--- src/design/ctc_pkg.sv ---
// ============================================================================
// ctc_pkg - shared constants for the contactor trip controller
// Widths, reset values and register indexes used by the controller and its
// port checker.
// ============================================================================
package ctc_pkg;

   // default widths of the current path
   localparam int SAMPLE_BITS_DEF = 12;
   localparam int FRAC_BITS_DEF   = 16;

   // fixed field widths
   localparam int TRIP_BITS  = 12;
   localparam int COEF_BITS  = 16;
   localparam int SCALE_BITS = 10;
   localparam int AUX_BITS   = 22;

   // multiplier digit handling: 4 bits of the coefficient per cycle
   localparam int DIGIT_BITS = 4;
   localparam int DIGITS     = COEF_BITS / DIGIT_BITS;
   localparam int CNT_BITS   = $clog2(DIGITS);

   // configuration port
   localparam int CSR_INDEX_BITS = 3;
   localparam int CSR_DATA_BITS  = 16;

   localparam logic [CSR_INDEX_BITS-1:0] REG_TRIP_HIGH     = 3'd0;
   localparam logic [CSR_INDEX_BITS-1:0] REG_TRIP_LOW      = 3'd1;
   localparam logic [CSR_INDEX_BITS-1:0] REG_CURRENT_ALPHA = 3'd2;
   localparam logic [CSR_INDEX_BITS-1:0] REG_AUX_ALPHA     = 3'd3;
   localparam logic [CSR_INDEX_BITS-1:0] REG_AUX_SCALE     = 3'd4;

   // register reset values
   localparam logic [TRIP_BITS-1:0]  TRIP_HIGH_RST     = 12'd3500;
   localparam logic [TRIP_BITS-1:0]  TRIP_LOW_RST      = 12'd700;
   localparam logic [COEF_BITS-1:0]  CURRENT_ALPHA_RST = 16'd206;
   localparam logic [COEF_BITS-1:0]  AUX_ALPHA_RST     = 16'd3991;
   localparam logic [SCALE_BITS-1:0] AUX_SCALE_RST     = 10'd290;

   // operation codes
   localparam logic OP_CURRENT = 1'b0;
   localparam logic OP_TICK    = 1'b1;

endpackage

--- src/design/contactor_trip_controller_unit.sv ---
// ============================================================================
// contactor_trip_controller_unit - battery contactor guard
// Current samples run a one-pole low-pass filter and a trip window; control
// ticks filter the scaled auxiliary voltage and apply the key-switch rules.
// ============================================================================
// Sequence: a current sample runs the blend passes, round and push; a control
//   tick runs the scale passes, prep, the blend passes, round and push.
// One transaction at a time: requests stall until the result is registered;
//   the single 4-bit-digit multiplier makes 4 passes per multiplication.
// Reset: synchronous, active high; filters, contactor, fault and heartbeat
//   clear and the configuration registers take their default values.
module contactor_trip_controller_unit
   import ctc_pkg::*;
#(
   parameter int SAMPLE_BITS = SAMPLE_BITS_DEF,
   parameter int FRAC_BITS   = FRAC_BITS_DEF
) (
   input  logic                            clock,
   input  logic                            reset,
   // request channel
   input  logic                            req_valid,
   output logic                            req_stall,
   input  logic                            req_operation,
   input  logic [SAMPLE_BITS-1:0]          req_current_sample,
   input  logic [SAMPLE_BITS-1:0]          req_aux_sample,
   input  logic                            req_key_switch,
   input  logic                            req_discharged_flag,
   input  logic                            req_temp_flag,
   input  logic                            req_charger_active,
   // response channel
   output logic                            rsp_valid,
   input  logic                            rsp_stall,
   output logic [SAMPLE_BITS+FRAC_BITS-1:0] rsp_filtered_current,
   output logic [AUX_BITS-1:0]             rsp_aux_voltage,
   output logic                            rsp_contactor_closed,
   output logic                            rsp_current_fault,
   output logic                            rsp_heartbeat,
   // configuration write channel
   input  logic                            csr_valid,
   output logic                            csr_ready,
   input  logic [CSR_INDEX_BITS-1:0]       csr_index,
   input  logic [CSR_DATA_BITS-1:0]        csr_wdata
);

   // filter width, signed difference width and accumulator width
   localparam int CW = SAMPLE_BITS + FRAC_BITS;
   localparam int MW = ((CW > AUX_BITS) ? CW : AUX_BITS) + 1;
   localparam int AW = MW + COEF_BITS + 1;
   localparam int TW = (SAMPLE_BITS > TRIP_BITS) ? SAMPLE_BITS : TRIP_BITS;

   localparam logic signed [AW-1:0] RND_HALF = AW'(1 << (COEF_BITS - 1));
   localparam logic signed [AW-1:0] AUX_SAT  = AW'((1 << AUX_BITS) - 1);
   localparam logic [CNT_BITS-1:0]  CNT_LAST = CNT_BITS'(DIGITS - 1);

   // sequencer states
   typedef enum logic [5:0] {
      ST_IDLE  = 6'b000001,   // waiting for a transaction
      ST_SCALE = 6'b000010,   // aux sample times aux scale
      ST_PREP  = 6'b000100,   // saturate the scaled sample, form the difference
      ST_BLEND = 6'b001000,   // difference times filter coefficient
      ST_ROUND = 6'b010000,   // round, update filter and flags
      ST_PUSH  = 6'b100000    // hand the state to the response register
   } ctc_state_type;

   ctc_state_type state_ff, state_in;

   // configuration registers
   logic [TRIP_BITS-1:0]  trip_high_ff, trip_high_in;
   logic [TRIP_BITS-1:0]  trip_low_ff, trip_low_in;
   logic [COEF_BITS-1:0]  current_alpha_ff, current_alpha_in;
   logic [COEF_BITS-1:0]  aux_alpha_ff, aux_alpha_in;
   logic [SCALE_BITS-1:0] aux_scale_ff, aux_scale_in;

   // architectural state
   logic [CW-1:0]       cur_filter_ff, cur_filter_in;
   logic [AUX_BITS-1:0] aux_filter_ff, aux_filter_in;
   logic                contactor_ff, contactor_in;
   logic                fault_ff, fault_in;
   logic                heartbeat_ff, heartbeat_in;

   // captured transaction
   logic                   op_ff, op_in;
   logic [SAMPLE_BITS-1:0] cur_s_ff, cur_s_in;
   logic                   key_ff, key_in;
   logic                   dis_ff, dis_in;
   logic                   tmp_ff, tmp_in;
   logic                   chg_ff, chg_in;

   // shared multiplier: MSB-first, one coefficient digit per cycle
   logic signed [MW-1:0] mcand_ff, mcand_in;
   logic [COEF_BITS-1:0] mplier_ff, mplier_in;
   logic signed [AW-1:0] acc_ff, acc_in;
   logic [CNT_BITS-1:0]  cnt_ff, cnt_in;

   // response register
   logic                rsp_valid_ff, rsp_valid_in;
   logic [CW-1:0]       rsp_cur_ff, rsp_cur_in;
   logic [AUX_BITS-1:0] rsp_aux_ff, rsp_aux_in;
   logic                rsp_cont_ff, rsp_cont_in;
   logic                rsp_fault_ff, rsp_fault_in;
   logic                rsp_hb_ff, rsp_hb_in;

   // datapath nets
   logic [DIGIT_BITS-1:0] digit;
   logic signed [AW-1:0]  partial;
   logic signed [AW-1:0]  step_sum;
   logic signed [AW-1:0]  rounded;
   logic signed [AW-1:0]  quotient;
   logic [AUX_BITS-1:0]   aux_x;
   logic [CW-1:0]         cur_x;
   logic [TW-1:0]         s_ext;
   logic                  trip;
   logic                  req_take;
   logic                  rsp_load;

   assign csr_ready = 1'b1;
   assign req_stall = (state_ff != ST_IDLE);
   assign req_take  = req_valid && !req_stall;

   // one multiply-accumulate step of the shared unit
   assign digit    = mplier_ff[COEF_BITS-1 -: DIGIT_BITS];
   assign partial  = AW'(mcand_ff) * AW'($signed({1'b0, digit}));
   assign step_sum = (acc_ff <<< DIGIT_BITS) + partial;

   // round to nearest, ties upward; floor shift of the signed product
   assign rounded  = acc_ff + RND_HALF;
   assign quotient = rounded >>> COEF_BITS;

   // saturated scaled auxiliary sample
   assign aux_x = (acc_ff > AUX_SAT) ? AUX_BITS'((1 << AUX_BITS) - 1)
                                     : acc_ff[AUX_BITS-1:0];

   assign cur_x = {req_current_sample, {FRAC_BITS{1'b0}}};

   // trip window test on the raw sample
   assign s_ext = TW'(cur_s_ff);
   assign trip  = (s_ext > TW'(trip_high_ff)) || (s_ext < TW'(trip_low_ff));

   // response register frees up when empty or when its transaction leaves
   assign rsp_load = (state_ff == ST_PUSH) && (!rsp_valid_ff || !rsp_stall);

   // configuration writes
   always_comb begin
      trip_high_in     = trip_high_ff;
      trip_low_in      = trip_low_ff;
      current_alpha_in = current_alpha_ff;
      aux_alpha_in     = aux_alpha_ff;
      aux_scale_in     = aux_scale_ff;
      if (csr_valid && csr_ready) begin
         case (csr_index)
            REG_TRIP_HIGH:     trip_high_in     = csr_wdata[TRIP_BITS-1:0];
            REG_TRIP_LOW:      trip_low_in      = csr_wdata[TRIP_BITS-1:0];
            REG_CURRENT_ALPHA: current_alpha_in = csr_wdata[COEF_BITS-1:0];
            REG_AUX_ALPHA:     aux_alpha_in     = csr_wdata[COEF_BITS-1:0];
            REG_AUX_SCALE:     aux_scale_in     = csr_wdata[SCALE_BITS-1:0];
            default: ;   // drop writes to unknown indexes
         endcase
      end
   end

   // sequencer and datapath
   always_comb begin
      state_in      = state_ff;
      cur_filter_in = cur_filter_ff;
      aux_filter_in = aux_filter_ff;
      contactor_in  = contactor_ff;
      fault_in      = fault_ff;
      heartbeat_in  = heartbeat_ff;
      op_in         = op_ff;
      cur_s_in      = cur_s_ff;
      key_in        = key_ff;
      dis_in        = dis_ff;
      tmp_in        = tmp_ff;
      chg_in        = chg_ff;
      mcand_in      = mcand_ff;
      mplier_in     = mplier_ff;
      acc_in        = acc_ff;
      cnt_in        = cnt_ff;

      case (state_ff)
         ST_IDLE: begin
            if (req_take) begin
               op_in    = req_operation;
               cur_s_in = req_current_sample;
               key_in   = req_key_switch;
               dis_in   = req_discharged_flag;
               tmp_in   = req_temp_flag;
               chg_in   = req_charger_active;
               acc_in   = '0;
               cnt_in   = '0;
               if (req_operation == OP_CURRENT) begin
                  // blend directly: (x - y) * alpha
                  mcand_in  = MW'($signed({1'b0, cur_x}))
                            - MW'($signed({1'b0, cur_filter_ff}));
                  mplier_in = current_alpha_ff;
                  state_in  = ST_BLEND;
               end else begin
                  // scale the aux sample first
                  mcand_in  = MW'($signed({1'b0, req_aux_sample}));
                  mplier_in = {{(COEF_BITS - SCALE_BITS){1'b0}}, aux_scale_ff};
                  state_in  = ST_SCALE;
               end
            end
         end
         ST_SCALE: begin
            acc_in    = step_sum;
            mplier_in = mplier_ff << DIGIT_BITS;
            cnt_in    = cnt_ff + 1'b1;
            if (cnt_ff == CNT_LAST) begin
               state_in = ST_PREP;
            end
         end
         ST_PREP: begin
            mcand_in  = MW'($signed({1'b0, aux_x}))
                      - MW'($signed({1'b0, aux_filter_ff}));
            mplier_in = aux_alpha_ff;
            acc_in    = '0;
            cnt_in    = '0;
            state_in  = ST_BLEND;
         end
         ST_BLEND: begin
            acc_in    = step_sum;
            mplier_in = mplier_ff << DIGIT_BITS;
            cnt_in    = cnt_ff + 1'b1;
            if (cnt_ff == CNT_LAST) begin
               state_in = ST_ROUND;
            end
         end
         ST_ROUND: begin
            if (op_ff == OP_CURRENT) begin
               cur_filter_in = cur_filter_ff + quotient[CW-1:0];
               if (trip) begin
                  contactor_in = 1'b0;
                  fault_in     = 1'b1;
               end
               heartbeat_in = !heartbeat_ff;
            end else begin
               aux_filter_in = aux_filter_ff + quotient[AUX_BITS-1:0];
               if (key_ff) begin
                  if (!dis_ff && !fault_ff && !tmp_ff && !chg_ff) begin
                     contactor_in = 1'b1;
                  end
               end else if (!chg_ff) begin
                  fault_in     = 1'b0;
                  contactor_in = 1'b0;
               end
            end
            state_in = ST_PUSH;
         end
         ST_PUSH: begin
            if (rsp_load) begin
               state_in = ST_IDLE;
            end
         end
         default: state_in = ST_IDLE;
      endcase
   end

   // response register: load the updated state, clear when taken
   always_comb begin
      rsp_valid_in = rsp_valid_ff;
      rsp_cur_in   = rsp_cur_ff;
      rsp_aux_in   = rsp_aux_ff;
      rsp_cont_in  = rsp_cont_ff;
      rsp_fault_in = rsp_fault_ff;
      rsp_hb_in    = rsp_hb_ff;
      if (rsp_load) begin
         rsp_valid_in = 1'b1;
         rsp_cur_in   = cur_filter_ff;
         rsp_aux_in   = aux_filter_ff;
         rsp_cont_in  = contactor_ff;
         rsp_fault_in = fault_ff;
         rsp_hb_in    = heartbeat_ff;
      end else if (!rsp_stall) begin
         rsp_valid_in = 1'b0;
      end
   end

   // control state with reset
   always_ff @(posedge clock) begin
      if (reset) begin
         state_ff         <= ST_IDLE;
         trip_high_ff     <= TRIP_HIGH_RST;
         trip_low_ff      <= TRIP_LOW_RST;
         current_alpha_ff <= CURRENT_ALPHA_RST;
         aux_alpha_ff     <= AUX_ALPHA_RST;
         aux_scale_ff     <= AUX_SCALE_RST;
         cur_filter_ff    <= '0;
         aux_filter_ff    <= '0;
         contactor_ff     <= 1'b0;
         fault_ff         <= 1'b0;
         heartbeat_ff     <= 1'b0;
         cnt_ff           <= '0;
         rsp_valid_ff     <= 1'b0;
      end else begin
         state_ff         <= state_in;
         trip_high_ff     <= trip_high_in;
         trip_low_ff      <= trip_low_in;
         current_alpha_ff <= current_alpha_in;
         aux_alpha_ff     <= aux_alpha_in;
         aux_scale_ff     <= aux_scale_in;
         cur_filter_ff    <= cur_filter_in;
         aux_filter_ff    <= aux_filter_in;
         contactor_ff     <= contactor_in;
         fault_ff         <= fault_in;
         heartbeat_ff     <= heartbeat_in;
         cnt_ff           <= cnt_in;
         rsp_valid_ff     <= rsp_valid_in;
      end
   end

   // payload registers, no reset
   always_ff @(posedge clock) begin
      op_ff        <= op_in;
      cur_s_ff     <= cur_s_in;
      key_ff       <= key_in;
      dis_ff       <= dis_in;
      tmp_ff       <= tmp_in;
      chg_ff       <= chg_in;
      mcand_ff     <= mcand_in;
      mplier_ff    <= mplier_in;
      acc_ff       <= acc_in;
      rsp_cur_ff   <= rsp_cur_in;
      rsp_aux_ff   <= rsp_aux_in;
      rsp_cont_ff  <= rsp_cont_in;
      rsp_fault_ff <= rsp_fault_in;
      rsp_hb_ff    <= rsp_hb_in;
   end

   assign rsp_valid            = rsp_valid_ff;
   assign rsp_filtered_current = rsp_cur_ff;
   assign rsp_aux_voltage      = rsp_aux_ff;
   assign rsp_contactor_closed = rsp_cont_ff;
   assign rsp_current_fault    = rsp_fault_ff;
   assign rsp_heartbeat        = rsp_hb_ff;

endmodule

--- config.mk ---
export PLATFORM = sky130hd
export DESIGN_NAME = contactor_trip_controller_unit
export DESIGN_NICKNAME = d
export VERILOG_FILES = /design/src/design/ctc_pkg.sv /design/src/design/contactor_trip_controller_unit.sv
export SDC_FILE = /design/constraint.sdc
export NUM_CORES = 1
export LEC_CHECK = 0
export BUFFER_PORTS_ARGS = -buffer_cell sky130_fd_sc_hd__buf_2
export CORE_MARGIN = 1
export CORE_UTILIZATION = 60
export CTS_BUF_LIST = sky130_fd_sc_hd__clkbuf_16
export DETAILED_ROUTE_END_ITERATION = 6
export PLACE_DENSITY = 0.82
export SYNTH_ARGS = -nofsm -noshare
export SYNTH_HDL_FRONTEND = slang
export SYNTH_SLANG_ARGS = --single-unit
export TNS_END_PERCENT = 50
--- constraint.sdc ---
create_clock -name clock -period 6.87 [get_ports clock]
set_input_delay 0.687 -clock clock [delete_from_list [all_inputs] [get_ports clock]]
set_output_delay 0.687 -clock clock [all_outputs]
set_load 0.1 [all_outputs]
==> results of run 1 <==
-- metrics by stage --
stage / util [%] / cells / area (sq um) / hold slack, ps
floorplan: - / 2495 / 22600 / 409
global placement: 63.7 / 2992 / 23400 / 422
CTS: 66.8 / 3052 / 24600 / 296
detailed placement: 63.7 / 2992 / 23400 / 441
global route: 66.8 / 3052 / 24600 / 302
finish: 66.8 / 3053 / 24600 / 316
-- layout make-up --
cell class	count	area (sq um)	area share (%)
Multi-Input combinational cell	1836	13800	56.0
Sequential cell	289	7400	30.1
Inverter	280	1050	4.28
Clock buffer	36	901	3.66
Timing Repair Buffer	119	628	2.55
Tap cell	468	586	2.38
Clock inverter	24	245	0.998
Antenna cell	1	2.50	0.0102
-- path summary, 6_finish.rpt --
kind / startpoint / endpoint / slack, ps / cells past startpoint
setup / recovery: mplier_ff[13] / acc_ff[44] / 970 / 15
setup reg to reg: mplier_ff[13] / acc_ff[44] / 970 / 15
hold / removal: req_discharged_flag / dis_ff / 320 / 1
hold reg to reg: heartbeat_ff / rsp_heartbeat / 460 / 0
-- logic make-up after synthesis --
kind of cell / after synthesis
and+or+nand+nor: 810
DFF: 289
xor gates and xnor gates: 138
muxes: 20
AOI/OAI and AO/OA: 552
adders and majority gates: 315
other: 1
buffers and inverters: 370
-- critical path: stages, from the launching register on --
cell      delay, ps
edfxtp_1        920
nand2_1         710
fa_1            730
inv_1            50
fa_1            480
fa_1            510
ha_1            420
a21o_1          230
a31oi_1         210
nor2_1           90
o311ai_0        590
a21oi_1         150
a31oi_1         200
o21ai_0         130
xnor2_1         150
nor2_1           50
-- registers in the layout, summed over array words and instances (netlist names), 22 cells and up --
name and cells:
acc_ff 46, mcand_ff 29, cur_filter_ff 28, rsp_filtered_current 28, aux_filter_ff 22, rsp_aux_voltage 22
-- cell usage in the layout (no fill, tap or decap), drive strengths merged, types with 36 or more instances in the layout --
cell,n
a21o,71
and2,124
xor2,54
buf,119
o21ai,87
nand2,257
nand3,45
dfxtp,128
ha,200
clkbuf,36
a21oi,197
inv,289
xnor2,84
nor2,149
fa,115
nor3,41
a211oi,40
nand2b,55
edfxtp,161
-- per-layer routing --
metal	routed length, um	vias up	global-route usage [%]
li1	-	8749	-
met1	23400	8947	37.1
met2	29200	709	55.1
met3	3510	234	5.05
met4	3560	0	18.2
met5	0	-	0
==> impl_metrics.tcl, run 1 <==
set metrics [dict create \
    vias 18600 \
    start_util_pct 61.3 \
    start_kind "register" \
    ys_top_cells_by_count "inv_1 (280), nand2_1 (257), ha_1 (200)" \
    required_ps 7160 \
    fin_ws_ps 970 \
    drive_gt1_share_pct 7.78 \
    ys_seq_area_share_pct 32.8 \
    grt_max_degree 74 \
    grt_pass1_vias 18800 \
    max_cap_violations 0 \
    post_synth_inst_count 2495 \
    path_class "register to register" \
    nets 2928 \
    drcViolationCount 0 \
    path_max_fanout 29 \
    status "finished, final reports clean" \
    fp-row-count 70 \
    synthMuxAreaShare_pct 0.893 \
    synth_seq_cells 289 \
    synthArstFlopShare_pct 0 \
    finalSetupTns_ps 0 \
    setup_viol 0 \
    clk_pin_slew_ps 60 \
    grt.overflow.total 0 \
    tightestPinTransition_ps 1180 \
    viasPerCell 6.11 \
    synth.most_common_cell "inv_1" \
    endpoint_kind "register" \
    synth-edff-count 161 \
    grt_pass1_wl_um 96200 \
    dieArea_sq_mm 0.0384 \
    synthAdderAreaFrac_pct 21.3 \
    cts-resized-gates 0 \
    fill_cells 2904 \
    dieWidth_um 196 \
    grtUsageTotal_pct 31.7 \
    yosysWarnings 0 \
    yosysTopAreaCell "edfxtp_1" \
    htree_levels 2 \
    period_share_pct 85.9 \
    dp_slack_ps 1170 \
    cp.arrival_ps 6190 \
    gp_congestion 0.946 \
    rsz0062_at_grt "no" \
    wl_um 59600 \
    period_minus_slack_ps 5900 \
    fp.coreArea_sq_mm 0.0368 \
    synth-simple-area-share_pct 17.8 \
    syn_to_final_growth_pct 8.98 \
    wl_per_cell_um 19.5 \
    drt_iter0_drc 1191 \
    cts_tree "yes" \
    drtPass1Iterations 6 \
    synth_area_leaders "edfxtp_1 (21%), dfxtp_1 (11%), ha_1 (11%)" \
    final_hold_viol_count 0 \
    ioPinCount 109 \
    synth_cell_types 76 \
    syn_area_sq_mm 0.0226 \
    cts_setup_buffers 0 \
    avgSynthCellArea_sq_um 9.04 \
    root_buffer "clkbuf_16" \
    clockBufferDepth 3 \
    finalMaxSlewViolations 0 \
    synthXorXnorAreaFrac_pct 5.36 \
    hpwl_um 44600 \
    ys.flop_type "edfxtp_1" \
    ctsHoldBuffers 0 \
    hold_path.class "input port to register" \
    portBuffers 107 \
    syn_nets 2863 \
    clock.fmax_ghz 0.169 \
    grt_antenna_before_repair 1 \
    relSlewSlack_pct 21.3 \
    synth_compound_area_share_pct 15.6 \
    cts_buffers 34 \
    clock-sinks 289 \
    synth_top_family_by_area "adder cells" \
    skew_ps 24.5 \
    ant_nets 0 \
    insertion_delay_ps 560 \
    die_height_um 196 \
    yosys.area.top_type_share_pct 21.4 \
]
Power of run 1 is left out: the tool's default activity adds up to more than one toggle a clock period on the data nets, which glitch-free logic cannot reach.
==> run 2: changes to the inputs <==
--- a/config.mk
+++ b/config.mk
@@ -6,11 +6,13 @@
 export NUM_CORES = 1
 export LEC_CHECK = 0
 export BUFFER_PORTS_ARGS = -buffer_cell sky130_fd_sc_hd__buf_2
+export CELL_PAD_IN_SITES_DETAIL_PLACEMENT = 1
+export CELL_PAD_IN_SITES_GLOBAL_PLACEMENT = 2
 export CORE_MARGIN = 1
-export CORE_UTILIZATION = 60
+export CORE_UTILIZATION = 40
 export CTS_BUF_LIST = sky130_fd_sc_hd__clkbuf_16
 export DETAILED_ROUTE_END_ITERATION = 6
-export PLACE_DENSITY = 0.82
+export PLACE_DENSITY = 0.86
 export SYNTH_ARGS = -nofsm -noshare
 export SYNTH_HDL_FRONTEND = slang
 export SYNTH_SLANG_ARGS = --single-unit
==> constraint.sdc (replaced) <==
create_clock -name clock -period 6.87 [get_ports clock]
set_input_delay 0 -clock clock [delete_from_list [all_inputs] [get_ports clock]]
set_output_delay 0 -clock clock [all_outputs]
set_load 0.1 [all_outputs]
==> run 2 against run 1 <==
Setup slack lost 160 ps; die area grew 49%; critical path depth grew 1; cell area grew 3.8%; via count is essentially flat; core utilization shrank 21 points; highest routed layer unchanged.
==> impl_metrics.tcl, run 2 (same netlist as run 1, synthesis figures left out) <==
set metrics [dict create \
    ant_nets 0 \
    finalSetupTns_ps 0 \
    crit_start "mplier_ff[13]" \
    max_cap_violations 0 \
    dp.cells 3274 \
    path_max_fanout 29 \
    layout_commonest_cell "inv_1" \
    tightestPinTransition_ps 1150 \
    dpl-instance-area_sq_mm 0.0238 \
    nets 2980 \
    drive_gt1_share_pct 7.84 \
    fin_util_pct 46.1 \
    portBuffers 107 \
    syn_to_final_growth_pct 13.1 \
    finish.instance_area_sq_mm 0.0255 \
    ctsHoldBuffers 47 \
    stdcell_count 3389 \
    htree_levels 2 \
    period_minus_slack_ps 6060 \
    antenna_cells 0 \
    vias 18600 \
    endpoint_kind "register" \
    r2r_start "mplier_ff[13]" \
    period_share_pct 88.2 \
    final_hold_viol_count 0 \
    grtUsageTotal_pct 24.7 \
    dieWidth_um 239 \
    clock.fmax_ghz 0.165 \
    clk_pin_slew_ps 60 \
    rsz0062_at_grt "no" \
    hpwl_um 52700 \
    fill_cells 6452 \
    root_buffer "clkbuf_16" \
    min-delay-start "csr_index[2]" \
    seq_area_sq_mm 0.00740 \
    final_cell_mix "inv_1 (286), nand2_1 (256), ha_1 (200)" \
    cts_tree "yes" \
    drtPass1Iterations 7 \
    fp.coreArea_sq_mm 0.0554 \
    largest_registers "acc_ff: 46 flops, mcand_ff: 29 flops" \
    clockBufferDepth 3 \
    grt_pass1_wl_um 110000 \
    status "finished, final reports clean" \
    grt_max_degree 76 \
    start_util_pct 40.7 \
    hold_path.class "input port to register" \
    clock-sinks 289 \
    cp.arrival_ps 6340 \
    finalMaxSlewViolations 0 \
    largest_register_ffs 46 \
    required_ps 7150 \
    wl_um 69400 \
    fp-row-count 86 \
    wl_per_cell_um 20.5 \
    grt.overflow.total 0 \
    die_height_um 239 \
    cts-resized-gates 0 \
    insertion_delay_ps 570 \
    dieArea_sq_mm 0.0573 \
    relSlewSlack_pct 23.3 \
    grt_pass1_vias 19900 \
    setup_viol 0 \
    cts_setup_buffers 0 \
    gp_congestion 0.891 \
    ioPinCount 109 \
    cts_buffers 37 \
    path_class "register to register" \
    start_kind "register" \
    grt_antenna_before_repair 1 \
    drcViolationCount 0 \
    top_register "acc_ff" \
    drt_iter0_drc 974 \
    viasPerCell 5.50 \
    skew_ps 24.3 \
    multiInputGateArea_sq_mm 0.0138 \
]
-- run 2: cell count changes in the layout (fill, tap and decap cells not counted), sizes merged --
cell         previous run  this run
dlygate4sd3             0        47
buf                   119       121
clkbuf                 36        39
clkinv                  9        12
diode                   1         0
inv                   289       291
-- run 2: final timing paths --
kind,slack [ps],end,cells past startpoint
worst min register to register,450,trip_high_ff[4],2
worst max register to register,810,acc_ff[39],16
worst max-delay path,810,acc_ff[39],16
worst min-delay path,6,trip_high_ff[4],5
-- run 2: layout make-up --
cell class	instances	area share (%)
repair buffers	168	4.36
clock inverters	29	1.04
flip-flops and latches	289	29.0
well taps	748	3.67
multi-input cells	1836	54.0
clock buffers	39	3.82
inverters	280	4.12
-- run 2: per-layer routing --
metal  up-vias  wire [um]  track usage [%]
li1       8828          -                -
met1      9318      28600             28.9
met2       335      35400             45.1
met3       144       2590             3.28
met4         0       2750             10.1
met5         -          0                0
-- run 2: critical path: stages, from the launching register on --
cell	delay (ps)
edfxtp_1	950
and2_1	260
fa_1	430
fa_1	510
inv_1	60
fa_1	530
inv_1	40
ha_1	310
nor2b_1	240
o2111ai_1	180
a211oi_1	390
nor3_1	190
nor4_1	560
o211ai_1	270
a2111oi_0	590
o21a_1	210
nor3_1	40
-- run 2: metrics by stage --
stage | hold WS [ps] | setup WS, ps
finish | 6.32 | 809
global route | 30.6 | 324
CTS | 1.86 | 850
detailed placement | 181 | 894
global placement | 182 | 1030
floorplan | 98.9 | 1960
Power of run 2 is left out for the same reason.
